**src/rtl/u8u2_pkg.sv**
```systemverilog
// Shared types and codes for the UTF-8 to UCS-2 decoder.
// Used by u8u2_step and utf8_to_ucs2_decoder; depends on nothing.
`timescale 1ns / 1ps

package u8u2_pkg;

  // Decoder phase: what the next byte is expected to be.
  typedef enum logic [1:0] {
    PH_IDLE    = 2'd0,
    PH_LAST    = 2'd1,
    PH_MIDDLE  = 2'd2,
    PH_DISCARD = 2'd3
  } phase_t;

  // Result kinds.
  localparam logic [1:0] KIND_CHAR  = 2'd0;
  localparam logic [1:0] KIND_END   = 2'd1;
  localparam logic [1:0] KIND_ERROR = 2'd2;

  // Largest output byte count before saturation.
  localparam logic [15:0] COUNT_MAX      = 16'hFFFF;
  localparam logic [15:0] COUNT_LAST_ADD = 16'hFFFD;

  // Decoder state carried from byte to byte.
  typedef struct packed {
    phase_t      phase;
    logic [9:0]  partial_bits;
    logic [15:0] out_count;
  } dec_state_t;

  // One result, with a flag saying whether the byte produced one.
  typedef struct packed {
    logic        emit;
    logic [15:0] code_unit;
    logic [1:0]  kind;
    logic [15:0] byte_total;
  } dec_result_t;

endpackage

```
**src/rtl/u8u2_step.sv**
```systemverilog
// Combinational decode of one byte against the current decoder state.
// Depends on u8u2_pkg for the state and result types.
`timescale 1ns / 1ps

module u8u2_step (
  input  u8u2_pkg::dec_state_t  cur,
  input  logic [7:0]            in_byte,
  output u8u2_pkg::dec_state_t  nxt,
  output u8u2_pkg::dec_result_t res
);

  logic        is_zero;
  logic        is_cont;
  logic [15:0] count_inc;

  assign is_zero = (in_byte == 8'h00);
  assign is_cont = (in_byte[7:6] == 2'b10);

  // Saturating count of output bytes, two per character.
  assign count_inc = (cur.out_count <= u8u2_pkg::COUNT_LAST_ADD) ?
                     cur.out_count + 16'd2 : u8u2_pkg::COUNT_MAX;

  // Next state.
  always_comb begin
    nxt = cur;
    unique case (cur.phase)
      u8u2_pkg::PH_IDLE: begin
        if (is_zero) begin
          nxt.out_count    = 16'd0;
          nxt.partial_bits = 10'd0;
        end else if (in_byte[7] == 1'b0) begin
          nxt.out_count = count_inc;
        end else if (in_byte[7:5] == 3'b110) begin
          nxt.partial_bits = {5'd0, in_byte[4:0]};
          nxt.phase        = u8u2_pkg::PH_LAST;
        end else if (in_byte[7:4] == 4'b1110) begin
          nxt.partial_bits = {6'd0, in_byte[3:0]};
          nxt.phase        = u8u2_pkg::PH_MIDDLE;
        end else begin
          nxt.out_count    = 16'd0;
          nxt.partial_bits = 10'd0;
          nxt.phase        = u8u2_pkg::PH_DISCARD;
        end
      end
      u8u2_pkg::PH_LAST, u8u2_pkg::PH_MIDDLE: begin
        if (!is_cont) begin
          // A zero byte here ends the string as well as being an error.
          nxt.out_count    = 16'd0;
          nxt.partial_bits = 10'd0;
          nxt.phase        = is_zero ? u8u2_pkg::PH_IDLE : u8u2_pkg::PH_DISCARD;
        end else if (cur.phase == u8u2_pkg::PH_MIDDLE) begin
          nxt.partial_bits = {cur.partial_bits[3:0], in_byte[5:0]};
          nxt.phase        = u8u2_pkg::PH_LAST;
        end else begin
          nxt.out_count    = count_inc;
          nxt.partial_bits = 10'd0;
          nxt.phase        = u8u2_pkg::PH_IDLE;
        end
      end
      u8u2_pkg::PH_DISCARD: begin
        if (is_zero) begin
          nxt.out_count    = 16'd0;
          nxt.partial_bits = 10'd0;
          nxt.phase        = u8u2_pkg::PH_IDLE;
        end
      end
      default: nxt = cur;
    endcase
  end

  // Result for this byte, if any.
  always_comb begin
    res = '0;
    unique case (cur.phase)
      u8u2_pkg::PH_IDLE: begin
        res.emit = 1'b1;
        if (is_zero) begin
          res.kind       = u8u2_pkg::KIND_END;
          res.byte_total = cur.out_count;
        end else if (in_byte[7] == 1'b0) begin
          res.kind      = u8u2_pkg::KIND_CHAR;
          res.code_unit = {8'd0, in_byte};
        end else if (in_byte[7:5] == 3'b110 || in_byte[7:4] == 4'b1110) begin
          res.emit = 1'b0;
        end else begin
          res.kind = u8u2_pkg::KIND_ERROR;
        end
      end
      u8u2_pkg::PH_LAST, u8u2_pkg::PH_MIDDLE: begin
        if (!is_cont) begin
          res.emit = 1'b1;
          res.kind = u8u2_pkg::KIND_ERROR;
        end else if (cur.phase == u8u2_pkg::PH_LAST) begin
          res.emit      = 1'b1;
          res.kind      = u8u2_pkg::KIND_CHAR;
          res.code_unit = {cur.partial_bits, in_byte[5:0]};
        end
      end
      u8u2_pkg::PH_DISCARD: res = '0;
      default: res = '0;
    endcase
  end

endmodule

```
**src/rtl/utf8_to_ucs2_decoder.sv**
```systemverilog
// Top level of the UTF-8 to UCS-2 decoder: state register, output register and skid stage.
// Depends on u8u2_pkg and u8u2_step.
`timescale 1ns / 1ps

// The decoder takes one UTF-8 byte per cycle while byte_stall is low and gives at most one
// result per byte: a 16-bit code unit when a 1-, 2- or 3-byte sequence completes, an end
// result with the saturating output byte count on a terminating zero, or an error result
// on a bad lead or continuation byte, after which bytes are dropped up to the next zero.
// Decoding is a single combinational pass from the phase register into the output
// register, or the skid stage while that is held; the sustained rate is one byte per
// cycle while the consumer does not stall. The skid stage keeps the byte side open for
// one further result while the consumer stalls; byte_stall rises only once both are full.
module utf8_to_ucs2_decoder (
  input  logic        clk,
  input  logic        rst,
  input  logic        byte_valid,
  output logic        byte_stall,
  input  logic [7:0]  in_byte,
  output logic        result_valid,
  input  logic        result_stall,
  output logic [15:0] code_unit,
  output logic [1:0]  kind,
  output logic [15:0] byte_total
);

  u8u2_pkg::dec_state_t  state;
  u8u2_pkg::dec_state_t  state_next;
  u8u2_pkg::dec_result_t step_res;
  u8u2_pkg::dec_result_t out_reg;
  u8u2_pkg::dec_result_t skid;
  logic                  skid_valid;
  logic                  in_take;
  logic                  out_take;

  assign in_take    = byte_valid && !byte_stall;
  assign out_take   = result_valid && !result_stall;
  assign byte_stall = skid_valid;

  u8u2_step u_step (
    .cur     (state),
    .in_byte (in_byte),
    .nxt     (state_next),
    .res     (step_res)
  );

  // Decoder state advances on every accepted transaction.
  always_ff @(posedge clk) begin
    if (rst) begin
      state.phase        <= u8u2_pkg::PH_IDLE;
      state.partial_bits <= 10'd0;
      state.out_count    <= 16'd0;
    end else if (in_take) begin
      state <= state_next;
    end
  end

  // Output register and skid stage.
  always_ff @(posedge clk) begin
    if (rst) begin
      result_valid <= 1'b0;
      skid_valid   <= 1'b0;
    end else begin
      if (skid_valid) begin
        // No new transaction can arrive while the skid stage is full.
        if (out_take) begin
          out_reg    <= skid;
          skid_valid <= 1'b0;
        end
      end else if (in_take && step_res.emit) begin
        if (!result_valid || out_take) begin
          out_reg      <= step_res;
          result_valid <= 1'b1;
        end else begin
          skid       <= step_res;
          skid_valid <= 1'b1;
        end
      end else if (out_take) begin
        result_valid <= 1'b0;
      end
    end
  end

  assign code_unit  = out_reg.code_unit;
  assign kind       = out_reg.kind;
  assign byte_total = out_reg.byte_total;

  // The skid stage only fills behind a waiting result.
  a_skid_behind_out : assert property (@(posedge clk) disable iff (rst)
    skid_valid |-> result_valid)
    else $error("skid stage full with output register empty");

  // A drained output register with a full skid stage is refilled next cycle.
  a_skid_drains : assert property (@(posedge clk) disable iff (rst)
    (skid_valid && !result_stall) |=> (!skid_valid && result_valid))
    else $error("skid stage did not drain into output register");

  // Nonzero bytes while discarding keep the decoder discarding.
  a_discard_holds : assert property (@(posedge clk) disable iff (rst)
    (in_take && state.phase == u8u2_pkg::PH_DISCARD && in_byte != 8'h00)
    |=> (state.phase == u8u2_pkg::PH_DISCARD))
    else $error("discard phase left on a nonzero byte");

  // Only end results carry a byte count.
  a_total_only_on_end : assert property (@(posedge clk) disable iff (rst)
    (result_valid && kind != u8u2_pkg::KIND_END) |-> (byte_total == 16'd0))
    else $error("byte count on a result that is not an end result");

endmodule
```
**config.mk**
```make
export PLATFORM = sky130hd
export DESIGN_NAME = utf8_to_ucs2_decoder
export DESIGN_NICKNAME = d
export VERILOG_FILES = /design/src/rtl/u8u2_pkg.sv /design/src/rtl/u8u2_step.sv /design/src/rtl/utf8_to_ucs2_decoder.sv
export SDC_FILE = /design/constraint.sdc
export NUM_CORES = 1
export LEC_CHECK = 0
export ABC_AREA = 1
export BUFFER_PORTS_ARGS = -buffer_cell sky130_fd_sc_hd__buf_2
export CORE_ASPECT_RATIO = 0.9
export CORE_MARGIN = 3
export CORE_UTILIZATION = 55
export DETAILED_ROUTE_END_ITERATION = 10
export PLACE_DENSITY = 0.85
export SYNTH_ARGS = -nofsm -noshare
export SYNTH_HDL_FRONTEND = slang
export SYNTH_SLANG_ARGS = --single-unit
```
**constraint.sdc**
```tcl
create_clock -name clk -period 3.4 [get_ports clk]
set_input_delay 0 -clock clk [delete_from_list [all_inputs] [get_ports clk]]
set_output_delay 0 -clock clk [all_outputs]
set_load 0.05 [all_outputs]
```
### Word level (Yosys, flattened, before mapping)

Index checks and enable logic that the tools add are counted.

* output and inout bits: 36
* bits in registers: 98
* word-level logic and storage cells: 91
* input port bits: 12

* bitwise logic cells: 3
* $lt $le $gt $ge: 1
* reductions and logical operators: 20
* eq/ne operators: 15
* muxes and demuxes: 40
* $add $sub $neg: 1

Operators with widths (number)
* $mux W34: 4
* $mux W16: 8
* $pmux W28 S3: 1
* $pmux W19 S3: 1
* $mux W28: 2
* $mux W26: 1
* $mux W12: 2
* $mux W11: 2
* $mux W19: 1
* $mux W17: 1
* $add A16 B2 Y16 const B: 1
* $le A16 B16 Y1 const B: 1
* $mux W2: 6
* $reduce_and A4 Y1: 3
* $mux W1: 10
* $logic_not A8 Y1: 1
* $ne A4 B3 Y1 const B: 2
* $mux W7: 1
* $eq A2 B2 Y1 const B: 3
* $ne A2 B1 Y1 const B: 3
* $reduce_and A3 Y1: 2
* $reduce_bool A2 Y1: 3
* $reduce_and A5 Y1: 1
* $eq A4 B4 Y1 const B: 1
* 11 further kinds: 19

### Logic depth before layout (Yosys ltp)

Gate-level depths: netlist of the first run.

* word-level depth: 9
* depth in mapped cells: 10
* gate-level depth less buffers: 9

### Cells and area by module

From an unflattened synthesis of the first run, not the netlist that was laid out.

* cells, all modules: 634
* area total of the unflattened synthesis: 5051.1 µm²

Modules (own cells, without submodules)
* utf8_to_ucs2_decoder: area each 3553.4 µm², instances 1, cells each 320, seq. area each 2642.5 µm²
* u8u2_step: area each 1497.7 µm², instances 1, cells each 314, seq. area each 0.0 µm²

### Worst setup path after synthesis of the first run

OpenSTA, ideal clock, no wires.

* path kind: flip-flop to flip-flop
* start point: register skid_valid, in the netlist byte_stall
* end point: register out_reg (netlist bit byte_total[0]) (enable)
* arrival time: 2.713 ns
* path buffers: 1
* library setup time: 0.425 ns
* period minus slack after synthesis: 3.138 ns
* required time: 2.975 ns
* stages on the path, launching flop included: 9
* path slack: 0.262 ns
* cells stage by stage: dfxtp_1 -> buf_2 -> inv_4 -> nand2_1 -> inv_2 -> nand3_1 -> nor2_1 -> o21ai_0 -> nor2_1

* cells in the longest elaborated chain, start to end: 5
* elaborated cells on any way between the ends: 7
* those cells by class: 1 x eq/ne; 6 x reduce/logical

RTL lines
* from (decl): RTL line utf8_to_ucs2_decoder.sv:31 `logic skid_valid;`
* from (signal assigned): RTL line utf8_to_ucs2_decoder.sv:61 `skid_valid <= 1'b0;`
* from (signal assigned): RTL line utf8_to_ucs2_decoder.sv:67 `skid_valid <= 1'b0;`
* from (signal assigned): RTL line utf8_to_ucs2_decoder.sv:75 `skid_valid <= 1'b1;`
* $logic_not A1 Y1: RTL line utf8_to_ucs2_decoder.sv:35 `assign in_take = byte_valid && !byte_stall;`
* $logic_and A1 B1 Y1: RTL line utf8_to_ucs2_decoder.sv:35
* $logic_and A1 B1 Y1: RTL line utf8_to_ucs2_decoder.sv:69 `end else if (in_take && step_res.emit) begin`
* $reduce_bool A2 Y1 (no line)
* $reduce_and A4 Y1 (no line) *
* to (signal assigned): RTL line utf8_to_ucs2_decoder.sv:66 `out_reg <= skid;`
* to (signal assigned): RTL line utf8_to_ucs2_decoder.sv:71 `out_reg <= step_res;`
* to (decl): RTL line utf8_to_ucs2_decoder.sv:29 `u8u2_pkg::dec_result_t out_reg;`

Mark *: on every way between the ends. The rest lies on a longest branch, timed or not.
A chain may end at the register's enable or synchronous reset.

### Final worst setup path of the first run

* start point: register state[26] in the netlist's numbering
* end point: register out_reg (netlist bit kind[1]) (enable)

* cells in the longest elaborated chain, start to end: 7
* elaborated cells on any way between the ends: 11
* those cells by class: 3 x eq/ne; 3 x mux; 5 x reduce/logical

RTL lines
* from (decl): RTL line utf8_to_ucs2_decoder.sv:26 `u8u2_pkg::dec_state_t state;`
* from (signal assigned): RTL line utf8_to_ucs2_decoder.sv:53 `state <= state_next;`
* $eq A2 B1 Y1: RTL line u8u2_step.sv:74, u8u2_step.sv:93
* $mux W19: RTL line u8u2_step.sv:93 `end else if (cur.phase == u8u2_pkg::PH_LAST) begin`
* $mux W1: RTL line u8u2_step.sv:90 `if (!is_cont) begin`
* $pmux W19 S3 *: RTL line u8u2_step.sv:74 `unique case (cur.phase)`
* $logic_and A1 B1 Y1 *: RTL line utf8_to_ucs2_decoder.sv:69
* $reduce_bool A2 Y1 (no line) *
* $reduce_and A4 Y1 (no line) *

Marked as above.

==> results.sh, run 1 <==
export IMPL_syn2layout_area_growth_pct=11.20
export IMPL_io_pins=48
export IMPL_vias=3699
export IMPL_placedCellCount=674
export IMPL_cp_max_fo=34
export IMPL_synthesis_nets=547
export IMPL_routedWlPerCell_microns=14.33
export IMPL_viasPerCell=5.345
export IMPL_die_area_sq_mm=0.009810
export IMPL_finalInstanceArea_sq_mm=0.005294
export IMPL_power_density_mw_per_mm2=487.3
export IMPL_finalCritPeriodShare_pct=74.93
export IMPL_ctsResizeCount=0
export IMPL_routabilityCongestion=0.9396
export IMPL_timing_rr_start="state[26]"
export IMPL_fin_skew_ps=11.20
export IMPL_dpl_instance_area_sq_mm=0.005065
export IMPL_routed_wl_microns=9914
export IMPL_r2r_cells=9
export IMPL_hpwl_microns=6731
export IMPL_cp_slowest_cell="ha_1"
export IMPL_yosys_most_used_dff="edfxtp_1"
export IMPL_yosysWarnings=0
export IMPL_synth_area_top_cells="edfxtp_1 43%, nand2_1 13%, dfxtp_1 13%"
export IMPL_ctsHoldBuffers=2
export IMPL_grt_use_total_pct=20.86
export IMPL_cp_endpoint="kind[1]"
export IMPL_cts_htree_levels=3
export IMPL_grt_ovfl_total=0
export IMPL_firstDrtPassIters=5
export IMPL_final_cell_mix="163 x nand2_1, 68 x edfxtp_1, 50 x inv_1"
export IMPL_status="finished clean"
export IMPL_crit_arrival_ps=2570
export IMPL_regToRegEndpoint="kind[1]"
export IMPL_synth_sequential_area_ratio_pct=55.51
export IMPL_grt_max_degree=55
export IMPL_synth_area_sq_mm=0.004761
export IMPL_final_cells=692
export IMPL_maxSlewHeadroom_pct=56.28
export IMPL_max_stage_delay_ps=450
export IMPL_die_y_microns=94.27
export IMPL_synth_async_reset_ratio_pct=0
export IMPL_layout_drive_gt1_share_pct=19.41
export IMPL_cts_max_path_buffers=2
export IMPL_criticalPathCategory="reg2reg"
export IMPL_start_kind="flop"
export IMPL_multiInputGateArea_sq_mm=0.001808
export IMPL_synth_largest_area_cell="edfxtp_1"
export IMPL_clk_latency_ps=370
export IMPL_tritoncts="done"
export IMPL_dp_slack_ps=889.3
export IMPL_fin_nets=591
export IMPL_setup_slack_ps=852.3
export IMPL_grt_pass1_wl_microns=16510
export IMPL_setup_tns_ps=0
export IMPL_coreArea_sq_mm=0.008223
export IMPL_syn_inst=528
export IMPL_cts_clk_slew_worst_paths_ps=90
export IMPL_finalCriticalPeriod_ps=2548
export IMPL_drt_iter0_markers=396
export IMPL_worstPathRequired_ps=3430
export IMPL_start_util_pct=57.90
export IMPL_seq_area_sq_mm=0.002643
export IMPL_antenna_found_initial=0
export IMPL_io_buffers=47
export IMPL_rsz0062_at_grt="false"
export IMPL_cts_buffers_inserted=9
export IMPL_rows=31
export IMPL_crit_path_frequent_cell="inv_1"
export IMPL_postRouteAntennaNets=0
export IMPL_postCtsSetupBuffers=0
export IMPL_grt_pass1_vias=3419
export IMPL_hold_viol=0
export IMPL_leakagePower_nw=2.255
export IMPL_tightest_slew_ps=655.7
export IMPL_syn_area_per_cell_sq_um=9.017
export IMPL_crit_chain="inv_1 -> ha_1 -> inv_1 -> nand2_1 -> nand3_1 -> nor2_1 -> o21ai_0 -> nor2_2 -> buf_4"
export IMPL_hp_class="in2reg"
export IMPL_synth_top_area_share_pct=42.89
export IMPL_setup_violations=0
export IMPL_synth_seq_cells=98
export IMPL_yosysUniqueCellTypes=38
export IMPL_drv_slew=0
export IMPL_die_w_microns=104.1
export IMPL_final_common_cell="nand2_1"
export IMPL_drc_errors=0
export IMPL_synth_edf_count=68
export IMPL_fmax_ghz=0.3925
export IMPL_antennaDiodeCount=0
export IMPL_fillerInstances=690
export IMPL_maxCapViolations=0
export IMPL_ir_drop_mv=0.3082
export IMPL_cp_startpoint="state[26]"
export IMPL_cts_root_buffer="clkbuf_8"
export IMPL_worstSetupEndpointType="flop"
export IMPL_clock_sinks=98
export IMPL_r2r_slack_ps=850
critical path, delay by kind of cell (launching register included):
kind            cells  cell delay [ps]
simple gates        4              490
flops               1              340
fa+ha+maj           1              450
buf+inv             3              800
compound gates      1              110
cells by family after synthesis:
| family | after synthesis | synth area share (%) |
|---|---|---|
| AOI/OAI and AO/OA | 67 | 8.673 |
| xor gates and xnor gates | 2 | 0.3680 |
| adders and majority gates | 7 | 1.840 |
| buffers and inverters | 75 | 6.623 |
| DFF | 98 | 55.51 |
| and+or+nand+nor | 279 | 26.99 |
report_power, final:
group | total [W] | switching [W] | internal (W)
logic | 0.000438 | 0.000340 | 0.0000979
clock network | 0.000791 | 0.000437 | 0.000354
registers | 0.00135 | 0.0000173 | 0.00133
total | 0.00258 | 0.000794 | 0.00179
sequential cells by signal (all words and copies together), names as in the netlist:
name / flops
kind: 2
byte_total: 16
result_valid: 1
skid: 34
byte_stall: 1
code_unit: 16
state: 28
layout make-up:
cell class | count | area share (%)
Multi-Input combinational cell | 355 | 34.15
Clock inverter | 7 | 1.607
Sequential cell | 98 | 49.92
Clock buffer | 9 | 2.340
Timing Repair Buffer | 52 | 5.247
Tap cell | 115 | 2.718
Inverter | 56 | 4.018
per-layer routing:
metal / global-route usage [%] / up-vias / routed length [microns] / part of all wire, %
met1: 29.27 / 1717 / 4558 / 46
met2: 32.90 / 138 / 4512 / 46
met4: 7.198 / 0 / 213 / 2.1
met3: 3.711 / 24 / 629 / 6.3
li1: - / 1820 / - / -
met5: 0 / - / 0 / 0
Yosys cell counts, types with 2 or more instances:
library cell and instances:
nand2_1 163, a21oi_2 11, xor2_1 2, o21ai_0 18
nand4_1 8, nor2_2 3, o21ai_2 3, nand3_2 2
a21oi_1 17, dfxtp_1 30, nor3_1 19, inv_1 50
nor2_1 37, o21a_1 3, nand2_2 3, ha_1 7
edfxtp_1 68, buf_1 2, clkbuf_1 9, o21ai_1 11
nand3_1 27, inv_2 4, buf_2 6, nand2_4 11
per-stage QoR:
stage	hold slack (ps)	util [%]	power (W)
after CTS	89.90	64.38	0.002582
final	94.79	64.38	0.002580
after detailed placement	360.6	61.59	0.001810
after global placement	364.0	61.59	0.001799
after floorplan	154.8	-	0.001727
after global routing	107.3	64.38	0.002666
worst min path at each step:
stage                 start           end  slack, ps  cells past startpoint
4_1_cts          in_byte[2]      skid[20]         90                      3
6_report         in_byte[2]      skid[20]         90                      3
2_1_floorplan    in_byte[4]     state[20]        150                      2
3_3_place_gp   result_stall  result_valid        360                      3
3_5_place_dp     in_byte[4]     state[20]        360                      3
5_1_grt          in_byte[2]      skid[20]        110                      3
(Power assumes the default switching activity.)
==> inputs of run 2 (changes only) <==
--- a/config.mk
+++ b/config.mk
@@ -9,9 +9,9 @@
 export BUFFER_PORTS_ARGS = -buffer_cell sky130_fd_sc_hd__buf_2
 export CORE_ASPECT_RATIO = 0.9
 export CORE_MARGIN = 3
-export CORE_UTILIZATION = 55
+export CORE_UTILIZATION = 53
 export DETAILED_ROUTE_END_ITERATION = 10
-export PLACE_DENSITY = 0.85
+export PLACE_DENSITY = 0.86
 export SYNTH_ARGS = -nofsm -noshare
 export SYNTH_HDL_FRONTEND = slang
 export SYNTH_SLANG_ARGS = --single-unit
==> constraint.sdc (replaced) <==
create_clock -name clk -period 2.1 [get_ports clk]
set_input_delay 0 -clock clk [delete_from_list [all_inputs] [get_ports clk]]
set_output_delay 0 -clock clk [all_outputs]
set_load 0.05 [all_outputs]
==> results.sh, run 2 (synthesis gave the netlist of run 1 again) <==
export IMPL_routed_wl_microns=10110
export IMPL_timing_rr_start="state[27]"
export IMPL_worstSetupEndpointType="flop"
export IMPL_grt_pass1_wl_microns=15730
export IMPL_rsz0062_at_grt="false"
export IMPL_cts_clk_slew_worst_paths_ps=90
export IMPL_tritoncts="done"
export IMPL_status="finished clean"
export IMPL_start_util_pct=55.05
export IMPL_largest_reg_flops=34
export IMPL_routabilityCongestion=0.9205
export IMPL_cts_htree_levels=3
export IMPL_grt_use_total_pct=19.64
export IMPL_die_area_sq_mm=0.01016
export IMPL_hold_viol=0
export IMPL_tightest_slew_ps=526.7
export IMPL_antennaDiodeCount=0
export IMPL_antenna_found_initial=0
export IMPL_path_buf_inv=3
export IMPL_worstPathRequired_ps=2180
export IMPL_top_regs="skid (34), state (28)"
export IMPL_rows=32
export IMPL_setup_tns_ps=0
export IMPL_finalCriticalPeriod_ps=1945
export IMPL_die_w_microns=105.9
export IMPL_crit_arrival_ps=2030
export IMPL_regToRegEndpoint="code_unit[9]"
export IMPL_seq_power_share_pct=51.7
export IMPL_io_buffers=47
export IMPL_p_sw_share_pct=30.19
export IMPL_hpwl_microns=6783
export IMPL_drt_iter0_markers=354
export IMPL_cts_max_path_buffers=2
export IMPL_p_int_w=0.002952
export IMPL_fillerInstances=683
export IMPL_clock_power_share_pct=29.1
export IMPL_ir_drop_mv=0.3257
export IMPL_cp_slowest_cell="dfxtp_2"
export IMPL_start_kind="flop"
export IMPL_max_stage_delay_ps=370
export IMPL_routedWlPerCell_microns=14.28
export IMPL_fmax_ghz=0.5142
export IMPL_combPwrFrac_pct=19.1
export IMPL_whs_ps=58.91
export IMPL_fin_skew_ps=9.957
export IMPL_postRouteAntennaNets=0
export IMPL_hold_depth=3
export IMPL_cts_buffers_inserted=9
export IMPL_finalCritPeriodShare_pct=92.62
export IMPL_final_common_cell="nand2_1"
export IMPL_p_sw_w=0.001277
export IMPL_hold_end="skid[19]"
export IMPL_grt_max_degree=55
export IMPL_cp_max_fo=8
export IMPL_layout_drive_gt1_share_pct=21.90
export IMPL_setup_violations=0
export IMPL_firstDrtPassIters=5
export IMPL_crit_chain="inv_2 -> ha_4 -> o21ai_0 -> nand2_1 -> nand3_1 -> nor2_1 -> o21ai_1 -> nor2_4 -> buf_12 -> clkbuf_16"
export IMPL_crit_family="simple AND/OR/NAND/NOR gates"
export IMPL_leakagePower_nw=2.332
export IMPL_r2r_cells=10
export IMPL_vias=3773
export IMPL_clk_latency_ps=360
export IMPL_min_delay_start="in_byte[1]"
export IMPL_coreArea_sq_mm=0.008648
export IMPL_io_pins=48
export IMPL_drv_slew=0
export IMPL_maxCapViolations=0
export IMPL_viasPerCell=5.329
export IMPL_cts_root_buffer="clkbuf_8"
export IMPL_grt_pass1_vias=3365
export IMPL_criticalPathCategory="reg2reg"
export IMPL_die_y_microns=95.92
export IMPL_top_register="skid"
export IMPL_clock_sinks=98
export IMPL_final_cell_mix="163 x nand2_1, 68 x edfxtp_1, 48 x inv_1"
export IMPL_power_density_mw_per_mm2=768.2
export IMPL_maxSlewHeadroom_pct=64.78
export IMPL_r2r_slack_ps=160
export IMPL_power_w=0.004228
export IMPL_drc_errors=0
export IMPL_syn2layout_area_growth_pct=15.61
export IMPL_grt_ovfl_total=0
export IMPL_hp_class="in2reg"
export IMPL_fin_nets=603
==> run 2: worst max path at each step <==
stage,start,end,slack [ps],depth (start not counted)
floorplan,state[26],byte_total[0],3,8
global route,state[27],code_unit[11],30,10
global placement,state[26],byte_total[10],190,9
detailed placement,state[26],code_unit[14],90,9
finish,state[27],code_unit[9],160,10
CTS,state[26],byte_total[14],70,9
==> run 2: what timing repair did <==
item,4_1_cts,5_1_grt
setup buffers,0,1
endpoints found under the hold margin,4,0
endpoints found under the setup margin,0,38
resized for setup,0,2
hold buffers,3,0
==> run 2: cell type report <==
| cell class | instances | area (sq um) | area share, % |
|---|---|---|---|
| clock buffer | 10 | 127.6 | 2.319 |
| clock inverter | 6 | 72.57 | 1.318 |
| inverter | 56 | 212.7 | 3.865 |
| multi-input combinational | 355 | 1843 | 33.48 |
| sequential | 98 | 2649 | 48.12 |
| tap | 119 | 148.9 | 2.705 |
| timing repair buffer | 64 | 450.4 | 8.184 |
==> run 2: per-layer routing <==
layer / wire length, microns / vias to the layer above / GRT usage, %
met5: 0 / - / 0
met4: 185 / 0 / 6.472
met3: 820 / 19 / 4.292
met2: 4683 / 166 / 31.74
met1: 4420 / 1734 / 26.65
li1: - / 1854 / -
==> run 2: tightest hold or removal path: stages <==
cell	delay [ps]
buf_2	110
inv_1	70
nor3_1	70
==> run 2: power by group through the flow <==
| stage | logic, W | registers [W] | clock network, W |
|---|---|---|---|
| 2_1_floorplan | 0.000390 | 0.00242 | 0 |
| 3_3_place_gp | 0.000721 | 0.00223 | 0 |
| 3_5_place_dp | 0.000737 | 0.00223 | 0 |
| 4_1_cts | 0.000744 | 0.00219 | 0.00125 |
| 5_1_grt | 0.000874 | 0.00220 | 0.00133 |
| 6_report | 0.000809 | 0.00219 | 0.00123 |
==> run 2: per-stage QoR <==
stage          std cells  worst slack (ps)  utilization (%)  instance area, sq um
6_report             708             155.1            63.64                  5504
5_1_grt              708             32.11            63.64                  5504
4_1_cts              703             68.28            62.41                  5398
3_5_place_dp         684             85.85            59.75                  5167
3_3_place_gp         684             192.9            59.75                  5167
2_1_floorplan        528             3.238                -                  4801
==> inputs of run 3 (changes only) <==
--- a/config.mk
+++ b/config.mk
@@ -7,9 +7,11 @@
 export LEC_CHECK = 0
 export ABC_AREA = 1
 export BUFFER_PORTS_ARGS = -buffer_cell sky130_fd_sc_hd__buf_2
+export CELL_PAD_IN_SITES_DETAIL_PLACEMENT = 2
+export CELL_PAD_IN_SITES_GLOBAL_PLACEMENT = 2
 export CORE_ASPECT_RATIO = 0.9
 export CORE_MARGIN = 3
-export CORE_UTILIZATION = 53
+export CORE_UTILIZATION = 33
 export DETAILED_ROUTE_END_ITERATION = 10
 export PLACE_DENSITY = 0.86
 export SYNTH_ARGS = -nofsm -noshare
==> results.sh, run 3 (synthesis gave the netlist of run 1 again) <==
export IMPL_status="finished clean"
export IMPL_drv_slew=0
export IMPL_postRouteAntennaNets=0
export IMPL_p_sw_share_pct=30.86
export IMPL_cp_max_fo=8
export IMPL_top_usage_layer="met2"
export IMPL_fin_skew_ps=6.650
export IMPL_maxCapViolations=0
export IMPL_hold_viol=0
export IMPL_grt_max_degree=54
export IMPL_cts_htree_levels=3
export IMPL_die_w_microns=132.6
export IMPL_crit_family="simple AND/OR/NAND/NOR gates"
export IMPL_vias=3954
export IMPL_combPwrFrac_pct=19.4
export IMPL_cts_max_path_buffers=2
export IMPL_io_pins=48
export IMPL_layout_drive_gt1_share_pct=22.47
export IMPL_clock_sinks=98
export IMPL_seq_area_sq_mm=0.002649
export IMPL_antennaDiodeCount=0
export IMPL_globalRouteMet3Util_pct=3.479
export IMPL_drt_iter0_markers=330
export IMPL_antenna_found_initial=0
export IMPL_maxSlewHeadroom_pct=58.48
export IMPL_multiInputGateArea_sq_mm=0.001843
export IMPL_criticalPathCategory="reg2reg"
export IMPL_clock_power_share_pct=33.2
export IMPL_cts_buffers_inserted=9
export IMPL_power_density_mw_per_mm2=814.3
export IMPL_setup_slack_ps=107.2
export IMPL_grt_pass1_wl_microns=25060
export IMPL_cts_clk_slew_worst_paths_ps=70
export IMPL_grt_util_met2_pct=34.95
export IMPL_die_area_sq_mm=0.01591
export IMPL_hpwl_microns=10810
export IMPL_placedCellCount=759
export IMPL_top_regs="skid (34), state (28)"
export IMPL_firstDrtPassIters=4
export IMPL_syn2layout_area_growth_pct=19.42
export IMPL_max_stage_delay_ps=370
export IMPL_coreArea_sq_mm=0.01371
export IMPL_finalCriticalPeriod_ps=1993
export IMPL_top_register="skid"
export IMPL_worstSetupEndpointType="flop"
export IMPL_largest_reg_flops=34
export IMPL_viasPerCell=5.063
export IMPL_routedWlPerCell_microns=20.49
export IMPL_tritoncts="done"
export IMPL_setup_violations=0
export IMPL_final_cells=781
export IMPL_final_cell_mix="163 x nand2_1, 68 x edfxtp_1, 48 x inv_1"
export IMPL_clk_latency_ps=350
export IMPL_start_kind="flop"
export IMPL_grt_pass1_vias=4268
export IMPL_seq_power_share_pct=47.4
export IMPL_leakagePower_nw=2.395
export IMPL_hp_class="in2reg"
export IMPL_grt_use_total_pct=20.13
export IMPL_path_buf_inv=3
export IMPL_worstPathRequired_ps=2160
export IMPL_ctsHoldBuffers=0
export IMPL_crit_arrival_ps=2060
export IMPL_cp_slowest_cell="dfxtp_2"
export IMPL_fillerInstances=1527
export IMPL_routabilityCongestion=0.9251
export IMPL_finalCritPeriodShare_pct=94.90
export IMPL_dp_slack_ps=21.19
export IMPL_routed_wl_microns=16010
export IMPL_grt_util_met1_pct=26.02
export IMPL_tightest_slew_ps=620.8
export IMPL_crit_chain="inv_2 -> ha_4 -> o21ai_0 -> nand2_1 -> nand3_1 -> nor2_1 -> o21ai_1 -> nor2_4 -> buf_12 -> clkbuf_16"
export IMPL_rows=40
export IMPL_final_common_cell="nand2_1"
export IMPL_p_int_w=0.003201
export IMPL_cts_root_buffer="clkbuf_16"
export IMPL_die_y_microns=119.9
export IMPL_ir_drop_mv=0.4153
export IMPL_fmax_ghz=0.5018
export IMPL_drc_errors=0
export IMPL_fin_nets=607
export IMPL_io_buffers=47
export IMPL_grt_ovfl_total=0
export IMPL_start_util_pct=34.72
export IMPL_p_sw_w=0.001429
run 3: worst min-delay path: stages:
cell	delay (ps)
buf_2	140
a31oi_1	100
nor2_1	100
run 3: cell type report:
type | count | area share (%)
timing repair buffer | 68 | 8.539
clock inverter | 6 | 0.5942
inverter | 56 | 3.741
tap | 189 | 4.159
sequential | 98 | 46.59
clock buffer | 9 | 3.961
multi-input combinational | 355 | 32.42
run 3: power by group through the flow:
stage	clock [W]	combinational (W)	sequential, W
detailed placement	0	0.000814	0.00224
global route	0.00162	0.000967	0.00220
CTS	0.00155	0.000829	0.00220
finish	0.00154	0.000898	0.00219
global placement	0	0.000764	0.00223
floorplan	0	0.000390	0.00242
run 3: final timing paths:
| check | startpoint | to | slack [ps] | depth (start not counted) |
|---|---|---|---|---|
| worst max-delay path | state[27] | byte_total[10] | 110 | 10 |
| worst min-delay path | in_byte[4] | state[20] | 30 | 3 |
| worst max register to register | state[27] | byte_total[10] | 110 | 10 |
| worst min register to register | state[22] | state[22] | 490 | 2 |
run 3: metal layers:
metal  wire length, microns  part of all wire (%)  vias up
met3                    510                   3.2       19
met1                   7185                    45     2006
met2                   8042                    50       72
met4                    267                   1.7        0
li1                       -                     -     1857
met5                      0                     0        -
run 3: repair_timing:
| item | CTS | global route |
|---|---|---|
| resized for setup | 0 | 3 |
| hold endpoints to repair | 0 | 0 |
| endpoints found under the setup margin | 0 | 39 |
| setup buffers | 0 | 4 |
run 3: metrics by stage:
| step | hold slack, ps | setup TNS [ps] | area (sq um) | total power [W] | utilization (%) |
|---|---|---|---|---|---|
| after floorplan | 154.8 | 0 | 4801 | 0.002809 | - |
| after global placement | 375.2 | 0 | 5305 | 0.002994 | 38.69 |
| after detailed placement | 386.8 | 0 | 5305 | 0.003053 | 38.69 |
| after CTS | 15.18 | 0 | 5564 | 0.004577 | 40.57 |
| after global routing | 23.32 | -482.4 | 5685 | 0.004792 | 41.46 |
| final | 27.70 | 0 | 5685 | 0.004630 | 41.46 |
